==> src/hw/rtl/i2c_bit_bang_master_assert.svh <==
// Assertion macros used by the I2C bit-level master core.
`ifndef I2C_BIT_BANG_MASTER_ASSERT_SVH
`define I2C_BIT_BANG_MASTER_ASSERT_SVH

`ifndef ASSERT_OFF

// Same-cycle implication, disabled while reset is asserted.
`define ASSERT_IMP(name, clk, rst_n, ante, cons) \
	name: assert property (@(posedge clk) disable iff (!rst_n) (ante) |-> (cons)) \
		else $error("implication check failed");

// Next-cycle implication, disabled while reset is asserted.
`define ASSERT_NXT(name, clk, rst_n, ante, cons) \
	name: assert property (@(posedge clk) disable iff (!rst_n) (ante) |=> (cons)) \
		else $error("next-cycle check failed");

`else

`define ASSERT_IMP(name, clk, rst_n, ante, cons)
`define ASSERT_NXT(name, clk, rst_n, ante, cons)

`endif

`endif

==> src/hw/rtl/i2cbb_pkg.sv <==
// Package with the types, constants and line-level helper of the I2C bit-level master.
package i2cbb_pkg;

	// Command codes.
	typedef enum logic [2:0] {
		MODE_START  = 3'd0,
		MODE_STOP   = 3'd1,
		MODE_WRITE  = 3'd2,
		MODE_READ   = 3'd3,
		MODE_GETACK = 3'd4,
		MODE_PUTACK = 3'd5
	} mode_t;

	// Unit phase in which SCL is high for a bit.
	localparam logic [1:0] PHASE_HIGH = 2'd2;
	localparam logic [1:0] PHASE_LAST_STOP = 2'd3;
	localparam logic [3:0] BITS_PER_BYTE = 4'd8;
	localparam logic [15:0] DELAY_RESET = 16'd100;

	// One input word, as held in the input register.
	typedef struct packed {
		logic       cmd_valid;
		logic [2:0] mode;
		logic [7:0] tx_byte;
		logic       ack_to_send;
		logic       sda_in;
	} cmd_t;

	// One result word.
	typedef struct packed {
		logic       scl_level;
		logic       sda_level;
		logic       busy_res;
		logic       done_res;
		logic [7:0] rx_byte;
		logic       ack_seen;
	} res_t;

	// Line levels and updated registers on entering a delay unit.
	typedef struct packed {
		logic       scl;
		logic       sda;
		logic [7:0] shift;
		logic       ack;
	} unit_t;

	function automatic unit_t enter_unit(mode_t m, logic [1:0] ph, logic [3:0] bi,
		logic [7:0] sh, logic sda_in, logic ack);
		unit_t u;
		u.scl   = (ph == PHASE_HIGH);
		u.sda   = 1'b1;
		u.shift = sh;
		u.ack   = ack;
		case (m)
			MODE_START: begin
				u.scl = 1'b1;
				u.sda = (ph == 2'd0);
			end
			MODE_STOP: begin
				u.scl = 1'b1;
				u.sda = (ph != 2'd0);
			end
			MODE_WRITE: begin
				// MSB first: bit 7 - index.
				u.sda = sh[~bi[2:0]];
			end
			MODE_READ: begin
				if (ph == PHASE_HIGH) begin
					u.shift = {sh[6:0], sda_in};
				end
			end
			MODE_GETACK: begin
				if (ph == PHASE_HIGH) begin
					u.ack = sda_in;
				end
			end
			MODE_PUTACK: begin
				u.sda = sh[0];
			end
			default: begin
			end
		endcase
		return u;
	endfunction

endpackage

==> src/hw/rtl/i2cbb_cmd_if.sv <==
// Handshake interface carrying one command word per tick.
interface i2cbb_cmd_if;
	logic       valid;
	logic       ready;
	logic       cmd_valid;
	logic [2:0] mode;
	logic [7:0] tx_byte;
	logic       ack_to_send;
	logic       sda_in;

	modport source (output valid, cmd_valid, mode, tx_byte, ack_to_send, sda_in,
		input ready);
	modport sink (input valid, cmd_valid, mode, tx_byte, ack_to_send, sda_in,
		output ready);
endinterface

==> src/hw/rtl/i2cbb_res_if.sv <==
// Handshake interface carrying one result word per tick.
interface i2cbb_res_if;
	logic       valid;
	logic       ready;
	logic       scl_level;
	logic       sda_level;
	logic       busy_res;
	logic       done_res;
	logic [7:0] rx_byte;
	logic       ack_seen;

	modport source (output valid, scl_level, sda_level, busy_res, done_res, rx_byte,
		ack_seen, input ready);
	modport sink (input valid, scl_level, sda_level, busy_res, done_res, rx_byte,
		ack_seen, output ready);
endinterface

==> src/hw/rtl/i2cbb_core.sv <==
// Sequencer state and next-state logic of the I2C bit-level master.
`include "i2c_bit_bang_master_assert.svh"

module i2cbb_core (
	input  logic               clk,
	input  logic               arst_n,
	input  logic               advance,
	input  i2cbb_pkg::cmd_t    cmd_s1,
	input  logic [15:0]        delay_ticks,
	output i2cbb_pkg::res_t    res_d
);
	import i2cbb_pkg::*;

	mode_t       mode_q, mode_d;
	logic        busy_q, busy_d;
	logic [1:0]  phase_q, phase_d, phase_nx;
	logic [3:0]  bit_q, bit_d, bit_nx;
	logic [15:0] tick_q, tick_d, tick_inc, units;
	logic [7:0]  shift_q, shift_d;
	logic [7:0]  rx_q, rx_d;
	logic        scl_q, scl_d, sda_q, sda_d, ack_q, ack_d;
	logic        done_d, unit_end;
	mode_t       new_mode;
	logic [7:0]  new_shift;
	unit_t       u;

	// A zero delay counts as one tick per unit.
	assign units    = (delay_ticks == 16'd0) ? 16'd1 : delay_ticks;
	assign tick_inc = tick_q + 16'd1;
	assign new_mode = mode_t'(cmd_s1.mode);

	// Shift register load value for a new command.
	always_comb begin
		case (new_mode)
			MODE_WRITE:  new_shift = cmd_s1.tx_byte;
			MODE_PUTACK: new_shift = {7'd0, cmd_s1.ack_to_send};
			default:     new_shift = 8'd0;
		endcase
	end

	// Next state for one tick.
	always_comb begin
		mode_d   = mode_q;
		busy_d   = busy_q;
		phase_d  = phase_q;
		bit_d    = bit_q;
		tick_d   = tick_q;
		shift_d  = shift_q;
		rx_d     = rx_q;
		scl_d    = scl_q;
		sda_d    = sda_q;
		ack_d    = ack_q;
		done_d   = 1'b0;
		phase_nx = phase_q;
		bit_nx   = bit_q;
		unit_end = 1'b0;
		u        = enter_unit(mode_q, phase_q, bit_q, shift_q, cmd_s1.sda_in, ack_q);
		if (busy_q) begin
			if (tick_inc >= units) begin
				tick_d = 16'd0;
				// Step to the next delay unit and see whether the sequence ends.
				case (mode_q)
					MODE_START: begin
						phase_nx = phase_q + 2'd1;
						unit_end = (phase_nx >= PHASE_HIGH);
					end
					MODE_STOP: begin
						phase_nx = phase_q + 2'd1;
						unit_end = (phase_nx >= PHASE_LAST_STOP);
					end
					default: begin
						if (phase_q < PHASE_HIGH) begin
							phase_nx = phase_q + 2'd1;
						end else begin
							phase_nx = 2'd0;
							bit_nx   = bit_q + 4'd1;
							unit_end = (mode_q == MODE_WRITE || mode_q == MODE_READ) ?
								(bit_nx >= BITS_PER_BYTE) : 1'b1;
						end
					end
				endcase
				if (unit_end) begin
					// Sequence complete: final levels and done pulse.
					case (mode_q)
						MODE_START: begin
							scl_d = 1'b0;
							sda_d = 1'b0;
						end
						MODE_STOP: begin
							scl_d = 1'b1;
							sda_d = 1'b1;
						end
						MODE_READ: begin
							scl_d = 1'b0;
							rx_d  = shift_q;
						end
						default: begin
							scl_d = 1'b0;
						end
					endcase
					busy_d  = 1'b0;
					phase_d = 2'd0;
					bit_d   = 4'd0;
					done_d  = 1'b1;
				end else begin
					u       = enter_unit(mode_q, phase_nx, bit_nx, shift_q, cmd_s1.sda_in,
						ack_q);
					phase_d = phase_nx;
					bit_d   = bit_nx;
					scl_d   = u.scl;
					sda_d   = u.sda;
					shift_d = u.shift;
					ack_d   = u.ack;
				end
			end else begin
				tick_d = tick_inc;
			end
		end else if (cmd_s1.cmd_valid && new_mode <= MODE_PUTACK) begin
			// Take a new command; this tick is the first of its first unit.
			u       = enter_unit(new_mode, 2'd0, 4'd0, new_shift, cmd_s1.sda_in, ack_q);
			mode_d  = new_mode;
			busy_d  = 1'b1;
			phase_d = 2'd0;
			bit_d   = 4'd0;
			tick_d  = 16'd0;
			scl_d   = u.scl;
			sda_d   = u.sda;
			shift_d = u.shift;
			ack_d   = u.ack;
		end
	end

	// State registers, updated once per word.
	always_ff @(posedge clk or negedge arst_n) begin
		if (!arst_n) begin
			mode_q  <= MODE_START;
			busy_q  <= 1'b0;
			phase_q <= 2'd0;
			bit_q   <= 4'd0;
			tick_q  <= 16'd0;
			shift_q <= 8'd0;
			rx_q    <= 8'd0;
			scl_q   <= 1'b1;
			sda_q   <= 1'b1;
			ack_q   <= 1'b1;
		end else if (advance) begin
			mode_q  <= mode_d;
			busy_q  <= busy_d;
			phase_q <= phase_d;
			bit_q   <= bit_d;
			tick_q  <= tick_d;
			shift_q <= shift_d;
			rx_q    <= rx_d;
			scl_q   <= scl_d;
			sda_q   <= sda_d;
			ack_q   <= ack_d;
		end
	end

	// Result word after this tick's update.
	assign res_d = '{scl_level: scl_d, sda_level: sda_d, busy_res: busy_d,
		done_res: done_d, rx_byte: rx_d, ack_seen: ack_d};

	`ASSERT_IMP(a_idle_tick_clear, clk, arst_n, !busy_q, tick_q == 16'd0)
	`ASSERT_IMP(a_phase_range, clk, arst_n, busy_q, phase_q != PHASE_LAST_STOP)
	`ASSERT_IMP(a_bit_range, clk, arst_n, busy_q, bit_q < BITS_PER_BYTE)
	`ASSERT_NXT(a_done_idles, clk, arst_n, advance && done_d, !busy_q && phase_q == 2'd0)

endmodule

==> src/hw/rtl/i2c_bit_bang_master.sv <==
// A word is held in the input register, its result then in the result register.
// Throughput: one word per cycle; the input register and the result register
// form a two-stage pipeline and only a stalled result register holds back input.
// Reset: arst_n clears both stages, releases SCL and SDA high, sets the
// acknowledge to 1 and the delay to 100 ticks per unit.
module i2c_bit_bang_master (
	input  logic        clk,
	input  logic        arst_n,
	input  logic        cfg_we,
	input  logic [15:0] cfg_wdata,
	i2cbb_cmd_if.sink   cmd,
	i2cbb_res_if.source res
);
	import i2cbb_pkg::*;

	logic [15:0] delay_q;
	logic        valid_s1, valid_s2;
	cmd_t        cmd_s1;
	res_t        res_s2, res_d;
	logic        ready_s1, advance;

	// Stage 1 moves on when the result register is free or being drained.
	assign ready_s1  = !valid_s2 || res.ready;
	assign advance   = valid_s1 && ready_s1;
	assign cmd.ready = !valid_s1 || ready_s1;

	// Delay register.
	always_ff @(posedge clk or negedge arst_n) begin
		if (!arst_n) begin
			delay_q <= DELAY_RESET;
		end else if (cfg_we) begin
			delay_q <= cfg_wdata;
		end
	end

	// Pipeline valid flags.
	always_ff @(posedge clk or negedge arst_n) begin
		if (!arst_n) begin
			valid_s1 <= 1'b0;
			valid_s2 <= 1'b0;
		end else begin
			if (cmd.ready) begin
				valid_s1 <= cmd.valid;
			end
			if (ready_s1) begin
				valid_s2 <= valid_s1;
			end
		end
	end

	// Input and result words.
	always_ff @(posedge clk) begin
		if (cmd.valid && cmd.ready) begin
			cmd_s1 <= '{cmd_valid: cmd.cmd_valid, mode: cmd.mode, tx_byte: cmd.tx_byte,
				ack_to_send: cmd.ack_to_send, sda_in: cmd.sda_in};
		end
		if (advance) begin
			res_s2 <= res_d;
		end
	end

	i2cbb_core u_core (
		.clk         (clk),
		.arst_n      (arst_n),
		.advance     (advance),
		.cmd_s1      (cmd_s1),
		.delay_ticks (delay_q),
		.res_d       (res_d)
	);

	// Result port.
	assign res.valid     = valid_s2;
	assign res.scl_level = res_s2.scl_level;
	assign res.sda_level = res_s2.sda_level;
	assign res.busy_res  = res_s2.busy_res;
	assign res.done_res  = res_s2.done_res;
	assign res.rx_byte   = res_s2.rx_byte;
	assign res.ack_seen  = res_s2.ack_seen;

endmodule

==> src/flat_wrapper.sv <==
// flat-port wrapper written by rule: the top's interface ports become plain ports
module i2c_bit_bang_master_flat import i2cbb_pkg::*;
  (clk, arst_n, cfg_we, cfg_wdata, cmd_valid, cmd_cmd_valid, cmd_mode, cmd_tx_byte, cmd_ack_to_send, cmd_sda_in, cmd_ready, res_valid, res_scl_level, res_sda_level, res_busy_res, res_done_res, res_rx_byte, res_ack_seen, res_ready);
  i2cbb_cmd_if cmd_i ();
  i2cbb_res_if res_i ();
  input  logic clk;
  input  logic arst_n;
  input  logic cfg_we;
  input  logic [15:0] cfg_wdata;
  input wire logic [$bits(cmd_i.valid)-1:0] cmd_valid;
  input wire logic [$bits(cmd_i.cmd_valid)-1:0] cmd_cmd_valid;
  input wire logic [$bits(cmd_i.mode)-1:0] cmd_mode;
  input wire logic [$bits(cmd_i.tx_byte)-1:0] cmd_tx_byte;
  input wire logic [$bits(cmd_i.ack_to_send)-1:0] cmd_ack_to_send;
  input wire logic [$bits(cmd_i.sda_in)-1:0] cmd_sda_in;
  output wire logic [$bits(cmd_i.ready)-1:0] cmd_ready;
  output wire logic [$bits(res_i.valid)-1:0] res_valid;
  output wire logic [$bits(res_i.scl_level)-1:0] res_scl_level;
  output wire logic [$bits(res_i.sda_level)-1:0] res_sda_level;
  output wire logic [$bits(res_i.busy_res)-1:0] res_busy_res;
  output wire logic [$bits(res_i.done_res)-1:0] res_done_res;
  output wire logic [$bits(res_i.rx_byte)-1:0] res_rx_byte;
  output wire logic [$bits(res_i.ack_seen)-1:0] res_ack_seen;
  input wire logic [$bits(res_i.ready)-1:0] res_ready;
  assign cmd_i.valid = cmd_valid;
  assign cmd_i.cmd_valid = cmd_cmd_valid;
  assign cmd_i.mode = cmd_mode;
  assign cmd_i.tx_byte = cmd_tx_byte;
  assign cmd_i.ack_to_send = cmd_ack_to_send;
  assign cmd_i.sda_in = cmd_sda_in;
  assign cmd_ready = cmd_i.ready;
  assign res_valid = res_i.valid;
  assign res_scl_level = res_i.scl_level;
  assign res_sda_level = res_i.sda_level;
  assign res_busy_res = res_i.busy_res;
  assign res_done_res = res_i.done_res;
  assign res_rx_byte = res_i.rx_byte;
  assign res_ack_seen = res_i.ack_seen;
  assign res_i.ready = res_ready;
  i2c_bit_bang_master u_core (.clk(clk), .arst_n(arst_n), .cfg_we(cfg_we), .cfg_wdata(cfg_wdata), .cmd(cmd_i), .res(res_i));
endmodule
==> config.mk <==
export PLATFORM = sky130hd
export DESIGN_NAME = i2c_bit_bang_master_flat
export DESIGN_NICKNAME = d
export VERILOG_FILES = /design/src/hw/rtl/i2cbb_pkg.sv /design/src/hw/rtl/i2cbb_cmd_if.sv /design/src/hw/rtl/i2cbb_res_if.sv /design/src/hw/rtl/i2cbb_core.sv /design/src/hw/rtl/i2c_bit_bang_master.sv /design/src/flat_wrapper.sv
export VERILOG_INCLUDE_DIRS = /design/src /design/src/hw/rtl
export SDC_FILE = /design/constraint.sdc
export NUM_CORES = 1
export LEC_CHECK = 0
export CAP_MARGIN = 5
export CORE_MARGIN = 2
export CORE_UTILIZATION = 50
export DETAILED_ROUTE_END_ITERATION = 10
export DONT_BUFFER_PORTS = 1
export GPL_TIMING_DRIVEN = 0
export PLACE_DENSITY = 0.67
export REMOVE_ABC_BUFFERS = 1
export SYNTH_ARGS = -nofsm -noshare
export SYNTH_HDL_FRONTEND = slang
export SYNTH_SLANG_ARGS = --single-unit
==> constraint.sdc <==
create_clock -name clk -period 3.9 [get_ports clk]
set_input_delay 0.39 -clock clk [delete_from_list [all_inputs] [get_ports clk]]
set_output_delay 0.39 -clock clk [all_outputs]
set_load 0.01 [all_outputs]
==> impl_metrics.env <==
export IMPL_cp_arrival_ps=3780
export IMPL_fin_tns_setup_ps=0
export IMPL_synth_largest_area_cell="dfrtp_1"
export IMPL_p_switching_mw=0.788
export IMPL_path_buf_inv=1
export IMPL_timing_fmax_mhz=274
export IMPL_cap_viol_max_count=0
export IMPL_setup_viol=0
export IMPL_finalHoldViolations=0
export IMPL_required_ps=4040
export IMPL_synth_top_area_share_pct=29.1
export IMPL_synth_top_flop_cell="dfrtp_1"
export IMPL_synth_common_cells="dfrtp_1, nand2_1, o21ai_0"
export IMPL_startpoint_type="flip-flop"
export IMPL_peakVddDrop_v=0.000261
export IMPL_path_clk_slew_ps=100
export IMPL_insertion_delay_ps=370
export IMPL_p_int_mw=1.56
export IMPL_sw_frac_of_total_pct=33.5
export IMPL_synthCells=476
export IMPL_synthTopCellsByArea="dfrtp_1, edfxtp_1, mux2_2"
export IMPL_avgViaCountPerCell=5.95
export IMPL_drtAntennaViolNets=0
export IMPL_die_h_um=103
export IMPL_min_path_type="input port to flip-flop"
export IMPL_cts_buffer_depth=2
export IMPL_antenna_found_initial=0
export IMPL_power_density_nw_per_um2=446
export IMPL_first_pass_iters=4
export IMPL_grt_pass1_wl_um=17200
export IMPL_cp_end_kind="flip-flop"
export IMPL_grt_total_usage_pct=21.0
export IMPL_io_pins=50
export IMPL_worst_hold_slack_ps=72.7
export IMPL_status="completed"
export IMPL_worst_path_largest_cell_delay_ps=460
export IMPL_seq_area_sq_um=2390
export IMPL_clockPowerShare_pct=26.2
export IMPL_p_seq_share_pct=51.2
export IMPL_cp_slowest_cell="dfrtp_1"
export IMPL_wirelength_um=10100
export IMPL_fin_nets=528
export IMPL_dp_hpwl_um=6950
export IMPL_synth_seq_cells=90
export IMPL_routed_via_count=3629
export IMPL_grt_pass1_vias=3571
export IMPL_place_gp_congestion=0.795
export IMPL_drc_errors=0
export IMPL_rows=36
export IMPL_io_buffers=0
export IMPL_initial_core_util_pct=50.9
export IMPL_r2r_start="u_core.u_core.tick_q[0]$_DFFE_PN0P_"
export IMPL_crit_chain="ha_1 > and3_1 > nand3_1 > nor2_2 > nand3_1 > xnor2_1 > ha_1 > o21ai_0 > nor2_1 > nor2_1 > a311oi_4 > buf_4 > nand4_1 > mux2_2"
export IMPL_multi_input_area_sq_um=2360
export IMPL_ff2ff_path_depth=14
export IMPL_cts_tree="yes"
export IMPL_worstPathMaxFanout=6
export IMPL_dieArea_sq_um=10600
export IMPL_gr_total_overflow=0
export IMPL_worst_pin_slew_ps=845
export IMPL_synth_cell_types=59
export IMPL_syn_area_sq_um=4910
export IMPL_min_to="u_core.delay_q[5]$_DFFE_PN1P_"
export IMPL_fin_skew_ps=10.9
export IMPL_root_buffer="clkbuf_8"
export IMPL_die_w_um=103
export IMPL_total_power_mw=2.35
export IMPL_synth_warnings=0
export IMPL_clkSinkCount=90
export IMPL_async_reset_ff_share_pct=70.0
export IMPL_p_comb_share_pct=22.7
export IMPL_avgSynthCellArea_sq_um=10.3
export IMPL_synth_edf_count=27
export IMPL_finalCritPeriodShare_pct=93.4
export IMPL_numCtsBuffers=9
export IMPL_drt_wirelength_per_cell_um=16.6
export IMPL_hp_start="cfg_we"
export IMPL_rsz0062_at_grt="no"
export IMPL_diodes=0
export IMPL_period_needed_ps=3640
export IMPL_drt_initial_drc_count=217
export IMPL_grt_max_degree=64
export IMPL_leakagePower_nw=2.22
export IMPL_reg2reg_setup_slack_ps=260
export IMPL_slew_headroom_pct=43.7
export IMPL_layout_drive_gt1_share_pct=14.3
export IMPL_htree_levels=3
export IMPL_coreArea_sq_um=9640
export IMPL_critPathKind="flip-flop to flip-flop"
export IMPL_r2r_end="u_core.res.ack_seen$_DFFE_PP_"
export IMPL_synth_most_common_cell="dfrtp_1"
export IMPL_crit_family="simple AND/OR/NAND/NOR gates"
export IMPL_area_growth_pct=7.24
export IMPL_hold_depth=1
export IMPL_n_fill_cell=867
export IMPL_ys_seq_area_share_pct=48.8
export IMPL_drv_slew=0
-- kinds of logic after synthesis --
group | after synthesis | share of synthesized area, %
AO/OA/AOI/OAI | 112 | 15.9
buffers and inverters | 43 | 3.72
adder cells (fa/ha/maj) | 21 | 5.35
multiplexers | 28 | 6.60
AND/OR/NAND/NOR | 167 | 17.0
flip-flops | 90 | 48.8
XOR/XNOR | 15 | 2.68
-- routing by layer --
metal  vias to the layer above  routed length, um  global-route usage, %
met2                       106               4620                   32.0
met4                         0                168                   8.40
met1                      1766               4880                   29.8
li1                       1743                  -                      -
met3                        14                475                   4.00
met5                         -                  0                      0
-- what timing repair did --
item,4_1_cts,5_1_grt
cloned,0,0
hold buffers,2,0
pin swaps,1,1
hold endpoints to repair,63,0
gates resized for setup,2,4
buffers inserted,0,2
endpoints found under the setup margin,20,46
-- sequential cells by signal, summed over array words and instances, names as in the netlist, 2 cells and up --
signal / flops
u_core.delay_q: 16
u_core.u_core.tick_q: 16
u_core.cmd_s1: 14
u_core.res.rx_byte: 8
u_core.u_core.rx_q: 8
u_core.u_core.shift_q: 8
u_core.u_core.bit_q: 4
u_core.u_core.mode_q: 3
u_core.u_core.phase_q: 2
-- stage by stage --
| stage | util, % | worst slack [ps] | instances | cell area [sq um] |
|---|---|---|---|---|
| finish | 54.6 | 256 | 610 | 5270 |
| global route | 54.6 | 50.2 | 610 | 5270 |
| CTS | 54.2 | 8.66 | 608 | 5230 |
| detailed placement | 51.8 | -332 | 590 | 5000 |
| global placement | 51.7 | -276 | 589 | 4980 |
| floorplan | - | 612 | 456 | 4810 |
-- placed cells by master, fill, tap and decap left out, types with 5 or more instances in the layout --
cell type	instances
nor2b_1	6
nand3_1	17
a22o_1	16
o21ai_0	34
clkbuf_8	10
nand2b_1	6
xnor2_1	6
o211ai_1	5
ha_1	21
dfstp_2	6
a211oi_1	10
xor2_1	9
dfrtp_1	57
a21oi_1	14
edfxtp_1	27
mux2_2	25
o22ai_1	7
nor2_1	22
and3_1	11
nor3_1	19
nand4_1	5
inv_1	22
nand2_1	49
nor4_1	10
and2_1	5
-- cell type report --
type	count	share of cell area, %
clock buffers	10	2.61
clock inverters	6	0.903
inverters	23	1.64
multi-input cells	343	44.9
flip-flops and latches	90	45.5
well taps	133	3.16
repair buffers	5	1.28
-- worst max-delay path by stage --
stage / startpoint / endpoint / slack, ps / cells after the start
after floorplan: u_core.u_core.tick_q[0]$_DFFE_PN0P_ / u_core.res.rx_byte[0]$_DFFE_PP_ / 610 / 13
after global placement: u_core.u_core.tick_q[0]$_DFFE_PN0P_ / u_core.u_core.tick_q[2]$_DFFE_PN0P_ / -280 / 13
after detailed placement: u_core.u_core.tick_q[0]$_DFFE_PN0P_ / u_core.u_core.tick_q[11]$_DFFE_PN0P_ / -330 / 13
after CTS: u_core.u_core.tick_q[0]$_DFFE_PN0P_ / u_core.res.rx_byte[2]$_DFFE_PP_ / 9 / 13
after global routing: u_core.u_core.tick_q[0]$_DFFE_PN0P_ / u_core.res.ack_seen$_DFFE_PP_ / 50 / 14
final: u_core.u_core.tick_q[0]$_DFFE_PN0P_ / u_core.res.ack_seen$_DFFE_PP_ / 260 / 14
-- power groups by stage --
stage	sequential (mW)	clock [mW]	combinational (mW)
final	1.20	0.615	0.533
after CTS	1.20	0.630	0.531
after global placement	1.21	0	0.485
after floorplan	1.18	0	0.405
after detailed placement	1.22	0	0.504
after global routing	1.22	0.673	0.605
Power figures use the tool's default switching activity.
